==> src/rtl/core/sptrk_pkg.sv <==
// shared constants, types and helpers of the sliding pedestal tracker
package sptrk_pkg;

  localparam int DETECTORS = 8;
  localparam int CHANNELS  = 256;
  localparam int WINDOW    = 512;
  localparam int ADC_BITS  = 12;

  localparam int DET_W = 3;
  localparam int CH_W  = 8;
  localparam int ADC_W = 12;
  localparam int SG_W  = 15;
  localparam int SG_MAX = 2 ** SG_W - 1;
  localparam int FEW_DIV = 10;

  localparam int NCHAN  = DETECTORS * CHANNELS;
  localparam int CW     = $clog2(NCHAN);
  localparam int PW     = $clog2(WINDOW);
  localparam int AW     = $clog2(NCHAN * WINDOW);
  localparam int CNT_W  = $clog2(WINDOW + 1);
  localparam int SUM_W  = ADC_BITS + PW + 1;
  localparam int SQS_W  = 2 * ADC_BITS + PW + 1;
  localparam int MW     = 2 * SUM_W;
  localparam int DV_W   = MW + 8;
  localparam int DS_W   = 2 * CNT_W;
  localparam int DVC_W  = $clog2(DV_W + 1);
  localparam int MQ_W   = ADC_BITS + 4;
  localparam int RT_W   = ADC_BITS + 4;
  localparam int SQI_W  = 2 * RT_W;
  localparam int RTC_W  = $clog2(RT_W + 1);
  localparam int H_W    = RT_W + 8;
  localparam int WORD_W = ADC_BITS + 1;

  localparam int HF_W       = 8;
  localparam int RP_W       = 4;
  localparam int CFG_IDX_W  = 1;
  localparam int CFG_DATA_W = 8;

  localparam logic [CFG_IDX_W-1:0] CFG_HIT_FACTOR    = 1'd0;
  localparam logic [CFG_IDX_W-1:0] CFG_REFINE_PASSES = 1'd1;
  localparam logic [HF_W-1:0]      HF_RESET          = 8'd80;
  localparam logic [RP_W-1:0]      RP_RESET          = 4'd7;

  typedef struct packed {
    logic             start;
    logic [SUM_W-1:0] s;
    logic [SQS_W-1:0] s2;
    logic [CNT_W-1:0] n;
  } stats_req_t;

  typedef struct packed {
    logic            done;
    logic [MQ_W-1:0] mq;
    logic [RT_W-1:0] sq;
  } stats_rsp_t;

  typedef struct packed {
    logic [SUM_W-1:0] sum;
    logic [SQS_W-1:0] sqs;
    logic [CNT_W-1:0] cnt;
    logic [PW-1:0]    pos;
    logic             full;
  } chan_state_t;

  localparam int ST_W = $bits(chan_state_t);

  function automatic logic [H_W-1:0] band_width(input logic [RT_W-1:0] sq,
                                                input logic [HF_W-1:0] hf);
    logic [H_W-1:0] prod;
    prod = H_W'(sq) * H_W'(hf);
    return (prod < H_W'(256)) ? H_W'(256) : prod;
  endfunction

  function automatic logic in_band(input logic [ADC_BITS-1:0] x,
                                   input logic [MQ_W+3:0] m,
                                   input logic [H_W-1:0] h);
    logic [MQ_W+3:0] xq;
    logic [MQ_W+3:0] diff;
    xq   = {x, 8'd0};
    diff = (xq > m) ? xq - m : m - xq;
    return H_W'(diff) <= h;
  endfunction

endpackage

==> src/rtl/core/sptrk_div.sv <==
// restoring divider, one quotient bit per cycle
module sptrk_div (
  input  logic                          clk,
  input  logic                          rst_n,
  input  logic                          start,
  input  logic [sptrk_pkg::DV_W-1:0]    dividend,
  input  logic [sptrk_pkg::DS_W-1:0]    divisor,
  output logic                          done,
  output logic [sptrk_pkg::DV_W-1:0]    quotient
);
  logic                          busy_r, busy_nxt, done_r, done_nxt;
  logic [sptrk_pkg::DVC_W-1:0]   cnt_r, cnt_nxt;
  logic [sptrk_pkg::DS_W-1:0]    rem_r, rem_nxt, dvs_r, dvs_nxt;
  logic [sptrk_pkg::DV_W-1:0]    quo_r, quo_nxt;
  logic [sptrk_pkg::DS_W:0]      rem_sh, rem_dif;
  logic                          ge;

  always_comb begin
    rem_sh   = {rem_r, quo_r[sptrk_pkg::DV_W-1]};
    rem_dif  = rem_sh - {1'b0, dvs_r};
    ge       = rem_sh >= {1'b0, dvs_r};
    busy_nxt = busy_r;
    done_nxt = 1'b0;
    cnt_nxt  = cnt_r;
    rem_nxt  = rem_r;
    dvs_nxt  = dvs_r;
    quo_nxt  = quo_r;
    if (start) begin
      busy_nxt = 1'b1;
      cnt_nxt  = '0;
      rem_nxt  = '0;
      dvs_nxt  = divisor;
      quo_nxt  = dividend;
    end else if (busy_r) begin
      rem_nxt = ge ? rem_dif[sptrk_pkg::DS_W-1:0] : rem_sh[sptrk_pkg::DS_W-1:0];
      quo_nxt = {quo_r[sptrk_pkg::DV_W-2:0], ge};
      cnt_nxt = cnt_r + 1'b1;
      if (cnt_r == sptrk_pkg::DVC_W'(sptrk_pkg::DV_W - 1)) begin
        busy_nxt = 1'b0;
        done_nxt = 1'b1;
      end
    end
  end

  always_ff @(posedge clk) begin
    if (!rst_n) begin
      busy_r <= 1'b0;
      done_r <= 1'b0;
    end else begin
      busy_r <= busy_nxt;
      done_r <= done_nxt;
    end
  end

  always_ff @(posedge clk) begin
    cnt_r <= cnt_nxt;
    rem_r <= rem_nxt;
    dvs_r <= dvs_nxt;
    quo_r <= quo_nxt;
  end

  assign done     = done_r;
  assign quotient = quo_r;
endmodule

==> src/rtl/core/sptrk_sqrt.sv <==
// digit-by-digit integer square root, one root bit per cycle
module sptrk_sqrt (
  input  logic                          clk,
  input  logic                          rst_n,
  input  logic                          start,
  input  logic [sptrk_pkg::SQI_W-1:0]   radicand,
  output logic                          done,
  output logic [sptrk_pkg::RT_W-1:0]    root
);
  logic                          busy_r, busy_nxt, done_r, done_nxt;
  logic [sptrk_pkg::RTC_W-1:0]   cnt_r, cnt_nxt;
  logic [sptrk_pkg::SQI_W-1:0]   rad_r, rad_nxt;
  logic [sptrk_pkg::RT_W:0]      rem_r, rem_nxt;
  logic [sptrk_pkg::RT_W-1:0]    root_r, root_nxt;
  logic [sptrk_pkg::RT_W+2:0]    rem_sh, trial, rem_dif;
  logic                          ge;

  always_comb begin
    rem_sh   = {rem_r, rad_r[sptrk_pkg::SQI_W-1 -: 2]};
    trial    = {1'b0, root_r, 2'b01};
    rem_dif  = rem_sh - trial;
    ge       = rem_sh >= trial;
    busy_nxt = busy_r;
    done_nxt = 1'b0;
    cnt_nxt  = cnt_r;
    rad_nxt  = rad_r;
    rem_nxt  = rem_r;
    root_nxt = root_r;
    if (start) begin
      busy_nxt = 1'b1;
      cnt_nxt  = '0;
      rad_nxt  = radicand;
      rem_nxt  = '0;
      root_nxt = '0;
    end else if (busy_r) begin
      rad_nxt  = {rad_r[sptrk_pkg::SQI_W-3:0], 2'b00};
      rem_nxt  = ge ? rem_dif[sptrk_pkg::RT_W:0] : rem_sh[sptrk_pkg::RT_W:0];
      root_nxt = {root_r[sptrk_pkg::RT_W-2:0], ge};
      cnt_nxt  = cnt_r + 1'b1;
      if (cnt_r == sptrk_pkg::RTC_W'(sptrk_pkg::RT_W - 1)) begin
        busy_nxt = 1'b0;
        done_nxt = 1'b1;
      end
    end
  end

  always_ff @(posedge clk) begin
    if (!rst_n) begin
      busy_r <= 1'b0;
      done_r <= 1'b0;
    end else begin
      busy_r <= busy_nxt;
      done_r <= done_nxt;
    end
  end

  always_ff @(posedge clk) begin
    cnt_r  <= cnt_nxt;
    rad_r  <= rad_nxt;
    rem_r  <= rem_nxt;
    root_r <= root_nxt;
  end

  assign done = done_r;
  assign root = root_r;
endmodule

==> src/rtl/core/sptrk_stats.sv <==
// mean and sigma of a channel's used samples from its running sums
module sptrk_stats (
  input  logic                    clk,
  input  logic                    rst_n,
  input  sptrk_pkg::stats_req_t   req,
  output sptrk_pkg::stats_rsp_t   rsp
);
  localparam logic [2:0] ST_IDLE = 3'd0;
  localparam logic [2:0] ST_MUL  = 3'd1;
  localparam logic [2:0] ST_SUB  = 3'd2;
  localparam logic [2:0] ST_DIV1 = 3'd3;
  localparam logic [2:0] ST_DIV2 = 3'd4;
  localparam logic [2:0] ST_SQRT = 3'd5;

  logic [2:0]                    state_r, state_nxt;
  logic                          done_r, done_nxt;
  logic [sptrk_pkg::SUM_W-1:0]   s_r, s_nxt;
  logic [sptrk_pkg::SQS_W-1:0]   s2_r, s2_nxt;
  logic [sptrk_pkg::CNT_W-1:0]   n_r, n_nxt;
  logic [sptrk_pkg::MW-1:0]      a_r, a_nxt, b_r, b_nxt, d_r, d_nxt;
  logic [sptrk_pkg::DS_W-1:0]    nn_r, nn_nxt;
  logic [sptrk_pkg::MQ_W-1:0]    mq_r, mq_nxt;
  logic [sptrk_pkg::RT_W-1:0]    sq_r, sq_nxt;
  logic                          div_start, div_done, sqrt_start, sqrt_done;
  logic [sptrk_pkg::DV_W-1:0]    div_a, div_q;
  logic [sptrk_pkg::DS_W-1:0]    div_b;
  logic [sptrk_pkg::RT_W-1:0]    sqrt_root;

  sptrk_div u_div (
    .clk(clk), .rst_n(rst_n), .start(div_start), .dividend(div_a), .divisor(div_b),
    .done(div_done), .quotient(div_q)
  );

  sptrk_sqrt u_sqrt (
    .clk(clk), .rst_n(rst_n), .start(sqrt_start),
    .radicand(div_q[sptrk_pkg::SQI_W-1:0]), .done(sqrt_done), .root(sqrt_root)
  );

  always_comb begin
    state_nxt  = state_r;
    done_nxt   = 1'b0;
    s_nxt      = s_r;
    s2_nxt     = s2_r;
    n_nxt      = n_r;
    a_nxt      = a_r;
    b_nxt      = b_r;
    d_nxt      = d_r;
    nn_nxt     = nn_r;
    mq_nxt     = mq_r;
    sq_nxt     = sq_r;
    div_start  = 1'b0;
    div_a      = sptrk_pkg::DV_W'({s_r, 4'd0});
    div_b      = sptrk_pkg::DS_W'(n_r);
    sqrt_start = 1'b0;
    case (state_r)
      ST_IDLE: begin
        if (req.start) begin
          s_nxt  = req.s;
          s2_nxt = req.s2;
          n_nxt  = req.n;
          if (req.n == '0) begin
            mq_nxt   = '0;
            sq_nxt   = '0;
            done_nxt = 1'b1;
          end else begin
            state_nxt = ST_MUL;
          end
        end
      end
      ST_MUL: begin
        a_nxt     = sptrk_pkg::MW'(n_r) * sptrk_pkg::MW'(s2_r);
        b_nxt     = sptrk_pkg::MW'(s_r) * sptrk_pkg::MW'(s_r);
        nn_nxt    = sptrk_pkg::DS_W'(n_r) * sptrk_pkg::DS_W'(n_r);
        state_nxt = ST_SUB;
      end
      ST_SUB: begin
        d_nxt     = (a_r > b_r) ? a_r - b_r : '0;
        div_start = 1'b1;
        state_nxt = ST_DIV1;
      end
      ST_DIV1: begin
        div_a = {d_r, 8'd0};
        div_b = nn_r;
        if (div_done) begin
          mq_nxt    = div_q[sptrk_pkg::MQ_W-1:0];
          div_start = 1'b1;
          state_nxt = ST_DIV2;
        end
      end
      ST_DIV2: begin
        if (div_done) begin
          sqrt_start = 1'b1;
          state_nxt  = ST_SQRT;
        end
      end
      ST_SQRT: begin
        if (sqrt_done) begin
          sq_nxt    = sqrt_root;
          done_nxt  = 1'b1;
          state_nxt = ST_IDLE;
        end
      end
      default: state_nxt = ST_IDLE;
    endcase
  end

  always_ff @(posedge clk) begin
    if (!rst_n) begin
      state_r <= ST_IDLE;
      done_r  <= 1'b0;
    end else begin
      state_r <= state_nxt;
      done_r  <= done_nxt;
    end
  end

  always_ff @(posedge clk) begin
    s_r  <= s_nxt;
    s2_r <= s2_nxt;
    n_r  <= n_nxt;
    a_r  <= a_nxt;
    b_r  <= b_nxt;
    d_r  <= d_nxt;
    nn_r <= nn_nxt;
    mq_r <= mq_nxt;
    sq_r <= sq_nxt;
  end

  assign rsp.done = done_r;
  assign rsp.mq   = mq_r;
  assign rsp.sq   = sq_r;
endmodule

==> config.mk <==
export PLATFORM = sky130hd
export DESIGN_NAME = sptrk_stats
export DESIGN_NICKNAME = d
export VERILOG_FILES = /design/src/rtl/core/sptrk_pkg.sv /design/src/rtl/core/sptrk_div.sv /design/src/rtl/core/sptrk_sqrt.sv /design/src/rtl/core/sptrk_stats.sv
export SDC_FILE = /design/constraint.sdc
export NUM_CORES = 2
export LEC_CHECK = 0
export BUFFER_PORTS_ARGS = -buffer_cell sky130_fd_sc_hd__buf_2
export CAP_MARGIN = 20
export CORE_ASPECT_RATIO = 1.4
export CORE_MARGIN = 2
export CORE_UTILIZATION = 40
export CTS_CLUSTER_SIZE = 12
export DETAILED_ROUTE_END_ITERATION = 10
export GPL_TIMING_DRIVEN = 0
export HOLD_SLACK_MARGIN = 0.05
export SLEW_MARGIN = 5
export SYNTH_ARGS = -nofsm -noshare
export SYNTH_HDL_FRONTEND = slang
export SYNTH_HIERARCHICAL = 1
export SYNTH_SLANG_ARGS = --single-unit
==> constraint.sdc <==
create_clock -name clk -period 12.47 [get_ports clk]
set_clock_uncertainty 0.15 [all_clocks]
set_input_delay 1.247 -clock clk [delete_from_list [all_inputs] [get_ports clk]]
set_output_delay 1.247 -clock clk [all_outputs]
set_load 0.05 [all_outputs]
Yosys cells after proc, flatten, opt, wreduce, memory -nomap -nowiden
Cells that the tools add are included.

Input bits: 69. Output and inout port bits: 33. Flip-flop bits (word level): 426. Word-level logic and storage cells: 98.

Eq/ne operators: 13. $add $sub $neg: 5. Multipliers: 3. Bitwise logic cells: 3. Order comparisons: 3. Reduce and logical (&&, ||, !) cells: 12. Mux-type cells: 35.

Operator list (count): two-way mux 52 bit (3); two-way mux 16 bit (4); two-way mux 32 bit (2); one-hot mux 16 bit (2 select lines) (2); greater-than comparator 44 bit (1); multiplier 10 x 34 -> 44 bit (1); multiplier 22 x 22 -> 44 bit (1); subtractor 44 bit (1); >= comparator 21 x 20 -> 1 bit (1); multiplier 10 x 10 -> 20 bit (1); two-way mux 20 bit (1); subtractor 20 bit (1); >= comparator 19 x 18 -> 1 bit (1); one-hot mux 3 bit (6 select lines) (1); two-way mux 17 bit (1); subtractor 17 bit (1); two-way mux 3 bit (5); two-way mux 1 bit (13); zero test 10 bit (1); two-way mux 10 bit (1); AND reduction 4 bit (2); nonzero test 2 bit (4); adder 6 x 1 -> 6 bit (second input constant) (1); equality test 3 x 2 -> 1 bit (second input constant) (2); 13 further kinds (22).

Logic depth before layout (Yosys ltp)
Depth in word-level cells: 4. Mapped depth: 27. Mapped depth without buffers: 25.

Modules after synthesis
Netlist, hierarchy kept.

By module, submodules not included: sptrk_stats (instances 1, cells each 3862, area an instance 37917.6 um^2, sequential area each 7527.2 um^2); sptrk_div (instances 1, cells each 434, area an instance 5187.5 um^2, sequential area each 2722.6 um^2); sptrk_sqrt (instances 1, cells each 374, area an instance 3937.5 um^2, sequential area each 1761.7 um^2).

Least setup slack after synthesis
OpenSTA, ideal clock, no wires.

Path kind: register to register. Start point: reg state_r[0]. End point: reg a_r[0] (netlist name), enable pin. Arrival: 8330 ps. Data required time: 11597 ps. Setup time: 723 ps. Cell stages (with the launch flop): 3. Slack: 3268 ps. Period minus slack after synthesis: 9202 ps. Path buffers: 1. Cells stage by stage: dfxtp_1 -> clkbuf_1 -> nor3b_1.

Longest elaborated chain between the ends: 1.

Ends and longest elaborated chain: start: declaration (line sptrk_stats.sv:15) `logic [2:0] state_r, state_nxt;`; start signal: assignment (line sptrk_stats.sv:112) `state_r <= state_nxt;`; equality test 3 x 1 -> 1 bit (line sptrk_stats.sv:55) `case (state_r)`; end signal: assignment (line sptrk_stats.sv:121) `a_r <= a_nxt;`; end: declaration (line sptrk_stats.sv:20) `logic [sptrk_pkg::MW-1:0] a_r, a_nxt, b_r, b_nxt, d_r, d_nxt;`.

Every way passes these cells. A chain may end at the register's enable or synchronous reset.

Final worst setup path
Start point: reg s_r[7] (netlist name). End point: reg b_r[43] (netlist name) (data pin).

Longest elaborated chain between the ends: 1.

Ends and longest elaborated chain: start: declaration (line sptrk_stats.sv:17) `logic [sptrk_pkg::SUM_W-1:0] s_r, s_nxt;`; start signal: assignment (line sptrk_stats.sv:118) `s_r <= s_nxt;`; multiplier 22 x 22 -> 44 bit (line sptrk_stats.sv:72) `b_nxt = sptrk_pkg::MW'(s_r) * sptrk_pkg::MW'(s_r);`; end signal: assignment (line sptrk_stats.sv:122) `b_r <= b_nxt;`; end: declaration (line sptrk_stats.sv:20).

Every way passes these cells.

==> metrics.md <==
| Metric | Value |
|---|---|
| Number of port buffers | 101 |
| Type of the setup path with the least slack | flop to flop |
| Slew margin rel. | 26.8% |
| Maximum Capacitance Violations | 0 |
| Routed wire per std cell | between 15 and 20 um |
| Design area | a little over 0.05 sq mm |
| Per-cell via count in the routed design | just over 5 |
| CTS Root Buffer Type | sky130_fd_sc_hd__clkbuf_16 |
| Busiest layer in global routing | met2 |
| Clk Latency, worst-skew pair | roughly 0.64 ns |
| Number of flops mapped to enable cells by yosys | approximately 350 |
| Max Fclk | around 0.11 GHz |
| Fraction of layout cells with a size suffix above 1 | under 10% |
| Synth Area in Simple Gates | about 13% |
| Reg2Reg Launch Point | s_r[7]$_DFFE_PP_ |
| Number of antenna violations at the first check in global routing | 1 |
| Path category of the worst min-delay check | flop to flop |
| Area share of fa/ha/maj cells after synthesis | between 30% and 40% |
| Largest net degree at the start of global routing | a little under 50 |
| Starting utilization of the core area | 40.4% |
| Num rows | ~150 |
| Router iterations before antenna repair | 5 |
| FF/Latch Area | about 0.012 sq mm |
| HP Start | u_sqrt/cnt_r[4]$_SDFFE_PP0P_ |
| Clock-pin slew of the registers on the worst-case setup and hold paths | around 0.06 ns |
| Count of clock tree sinks | about 420 |
| Primary flip-flop cell chosen by synthesis mapping | sky130_fd_sc_hd__edfxtp_1 |
| Share of cell area taken by muxes after synthesis | around 3.3% |
| First-pass GRT wire length | 198000 um |
| Die height | slightly above 400 um |
| Post-route DRC violation count | 0 |
| Worst Slack Setup Final | between 3 and 4 ns |
| Area used by multi-input combinational logic | about 0.031 sq mm |
| Setup TNS | 0 ns |
| Final setup violating endpoints | 0 |
| Post-Place Cells | about 6300 |
| CP required | 12.66 ns |
| Syn avg cell area | between 10 and 15 sq um |
| Routability congestion estimate from global placement | a little over 0.9 |
| Overflow after GRT | 0 |
| Summed instance area of the synthesized netlist | 0.0470 sq mm |
| Setup crit start kind | flop |
| Count of endpoints failing hold in the final timing report | 0 |
| Worst setup path start | s_r[7]$_DFFE_PP_ |
| Antenna violation net count after detailed routing | 0 |
| Post-detail-place hpwl | between 100000 and 150000 um |
| Chip width | approximately 290 um |
| Aggregate routed wire length | around 130000 um |
| Synthesized instance count | between 4000 and 5000 |
| Ratio of final minimum period to clock period | 73.4% |
| Clock buffer depth | 3 |
| Met2 capacity usage during global routing | 38.8% |
| Count of non-filler cells in the finished layout | 6381 |
| Post-CTS repair timing setup buffer count | 0 |
| Unrepaired setup endpoints after global routing | no |
| Net total in the final layout | just under 6000 |
| Arrival time of data at the critical path endpoint | 9.34 ns |
| Distinct cells, synth | 96 |
| Synth-to-layout area growth | 8.88% |
| Std-Cell Core Area | roughly 0.12 sq mm |
| Worst slew pin tran | ~1.1 ns |
| Largest family of logic cells by synthesized area | adder cells |
| GRT Total Usage | a little over a fifth |
| Dpl cell area | 0.0497 sq mm |
| Final-report max-slew violation count | 0 |
| Hold buffer count at CTS | 0 |
| Clock buffer count from CTS | between 40 and 50 |
| Final worst path period need | 9.15 ns |
| Number of primary I/O pins | about 100 |
| Async SR Flop Fraction | 0% |
| Biggest fanout along the worst timing path | 11 |
| Vias | around 33000 |
| Outcome | completed |
| Placement-stage worst setup slack | 3.51 ns |
| Met3 capacity usage during global routing | under 10% |
| Number of register bits inferred by synthesis | approximately 420 |
| Number of fillers in the final layout | 11200 |
| Met1 demand-to-capacity share in global routing | 25.2% |
| Vias in the first global route | between 30000 and 40000 |
| Parity-gate share of the synthesized area counting xor and xnor cells | 3.41% |
| Number of synthesis warnings | 6 |
| H-Tree Level Count | 2 |
| Number of design-rule violations left by the first detailed-router iteration | between 1500 and 2000 |
| CTS tree | built |
| Portion of the post-synthesis area used by sequential elements | between 20% and 30% |
| Area fraction in compound gates after synthesis | 8.54% |
| Total Die Area | 0.120 sq mm |
| Worst setup EP type | flop |
| Post-cts resize count | 0 |
[metal layers]
| metal | share of wire (%) | vias to the layer above | routed length [um] |
|---|---|---|---|
| met2 | 52 | 660 | 64700 |
| met5 | 0 | - | 0 |
| met4 | 5.1 | 0 | 6440 |
| li1 | - | 15400 | - |
| met1 | 40 | 16500 | 49600 |
| met3 | 3.7 | 256 | 4690 |
[flip-flops by register name (all words and copies together), names as in the netlist, 3 cells and up]
signal	cells
state_r	3
b_r	43
n_r	10
u_sqrt/rad_r	32
u_sqrt/cnt_r	5
u_div/rem_r	20
a_r	44
sq_r	16
u_sqrt/root	16
u_div/dvs_r	20
s2_r	34
d_r	44
nn_r	19
u_div/cnt_r	6
u_sqrt/rem_r	17
u_div/quotient	52
s_r	22
mq_r	16
[path summary, 6_finish.rpt]
path | endpoint | slack [ns] | cells past startpoint
max reg2reg | b_r[43]$_DFFE_PP_ | 3.32 | 25
max | b_r[43]$_DFFE_PP_ | 3.32 | 25
min | u_sqrt/cnt_r[4]$_SDFFE_PP0P_ | 0.33 | 2
min reg2reg | u_sqrt/cnt_r[4]$_SDFFE_PP0P_ | 0.33 | 2
[cell families after synthesis]
group | after synthesis
and+or+nand+nor | 1266
buffers and inverters | 1032
adders and majority gates | 1023
AOI/OAI and AO/OA | 598
DFF | 424
xor gates and xnor gates | 183
muxes | 143
other | 1
[synth_stat cells (43+ instances only)]
master / n / area (sq um)
sky130_fd_sc_hd__inv_1: 828 / 3110
sky130_fd_sc_hd__fa_1: 642 / 12900
sky130_fd_sc_hd__nand2_1: 452 / 1700
sky130_fd_sc_hd__ha_1: 380 / 4750
sky130_fd_sc_hd__edfxtp_1: 352 / 10600
sky130_fd_sc_hd__and2_1: 348 / 2180
sky130_fd_sc_hd__nor2_1: 200 / 751
sky130_fd_sc_hd__clkbuf_1: 170 / 638
sky130_fd_sc_hd__a21oi_1: 167 / 836
sky130_fd_sc_hd__xnor2_1: 109 / 955
sky130_fd_sc_hd__mux2_2: 98 / 1100
sky130_fd_sc_hd__o21ai_0: 97 / 485
sky130_fd_sc_hd__a21o_1: 95 / 713
sky130_fd_sc_hd__xor2_1: 74 / 648
sky130_fd_sc_hd__dfxtp_1: 72 / 1440
sky130_fd_sc_hd__nand3_1: 47 / 235
sky130_fd_sc_hd__mux2i_1: 45 / 450
sky130_fd_sc_hd__nor2b_1: 43 / 269
[cells in the final DEF, fill, tap and decap left out, types with 35 or more instances in the layout]
| cell type | Yosys | layout |
|---|---|---|
| sky130_fd_sc_hd__o21ai_0 | 97 | 97 |
| sky130_fd_sc_hd__clkbuf_1 | 170 | 187 |
| sky130_fd_sc_hd__a211oi_1 | 35 | 35 |
| sky130_fd_sc_hd__edfxtp_1 | 352 | 352 |
| sky130_fd_sc_hd__and2_1 | 348 | 347 |
| sky130_fd_sc_hd__dfxtp_1 | 72 | 72 |
| sky130_fd_sc_hd__mux2_2 | 98 | 98 |
| sky130_fd_sc_hd__xor2_1 | 74 | 74 |
| sky130_fd_sc_hd__nand2_1 | 452 | 452 |
| sky130_fd_sc_hd__buf_2 | 4 | 105 |
| sky130_fd_sc_hd__nor2_1 | 200 | 200 |
| sky130_fd_sc_hd__ha_1 | 380 | 380 |
| sky130_fd_sc_hd__nor3_1 | 35 | 35 |
| sky130_fd_sc_hd__a21oi_1 | 167 | 165 |
| sky130_fd_sc_hd__fa_1 | 642 | 642 |
| sky130_fd_sc_hd__mux2i_1 | 45 | 45 |
| sky130_fd_sc_hd__nand3_1 | 47 | 47 |
| sky130_fd_sc_hd__clkbuf_16 | 0 | 47 |
| sky130_fd_sc_hd__nor2b_1 | 43 | 43 |
| sky130_fd_sc_hd__xnor2_1 | 109 | 109 |
| sky130_fd_sc_hd__inv_1 | 828 | 827 |
| sky130_fd_sc_hd__a21o_1 | 95 | 95 |
[metrics by stage]
stage / hold WS [ns] / util (%)
6_report: 0.333 / 44.0
5_1_grt: 0.378 / 44.0
4_1_cts: 0.331 / 44.0
3_5_place_dp: 0.322 / 42.7
3_3_place_gp: 0.315 / 42.4
2_1_floorplan: 0.304 / -
[critical path, cell delays in order (launching register included)]
cell                       delay (ns)
sky130_fd_sc_hd__edfxtp_1        0.36
sky130_fd_sc_hd__clkbuf_1        0.72
sky130_fd_sc_hd__clkbuf_1        0.75
sky130_fd_sc_hd__nand2_1         0.27
sky130_fd_sc_hd__fa_1            0.57
sky130_fd_sc_hd__inv_1           0.05
sky130_fd_sc_hd__fa_1            0.40
sky130_fd_sc_hd__inv_1           0.10
sky130_fd_sc_hd__fa_1            0.17
sky130_fd_sc_hd__inv_1           0.06
sky130_fd_sc_hd__fa_1            0.53
sky130_fd_sc_hd__inv_1           0.06
sky130_fd_sc_hd__fa_1            0.56
sky130_fd_sc_hd__inv_1           0.06
sky130_fd_sc_hd__fa_1            0.51
sky130_fd_sc_hd__fa_1            0.46
sky130_fd_sc_hd__ha_1            0.43
sky130_fd_sc_hd__nand4_1         0.16
sky130_fd_sc_hd__o211ai_1        0.37
sky130_fd_sc_hd__o21ai_1         0.20
sky130_fd_sc_hd__a211oi_1        0.51
sky130_fd_sc_hd__nor2_1          0.15
sky130_fd_sc_hd__o31ai_1         0.60
sky130_fd_sc_hd__o221ai_1        0.33
sky130_fd_sc_hd__o21ai_1         0.22
sky130_fd_sc_hd__xnor2_1         0.13
[cell type report]
type	count	share of cell area, %
clock buffer	64	2.42
buffer	204	1.62
multi-input combinational	3217	60.8
clock inverter	22	0.567
timing repair buffer	120	1.43
tap	1500	3.66
inverter	828	6.07
antenna	2	0.00977
sequential	424	23.5
Power is not shown: default switching activity piles up to over one toggle a cycle in this logic, so the estimate is an artifact.
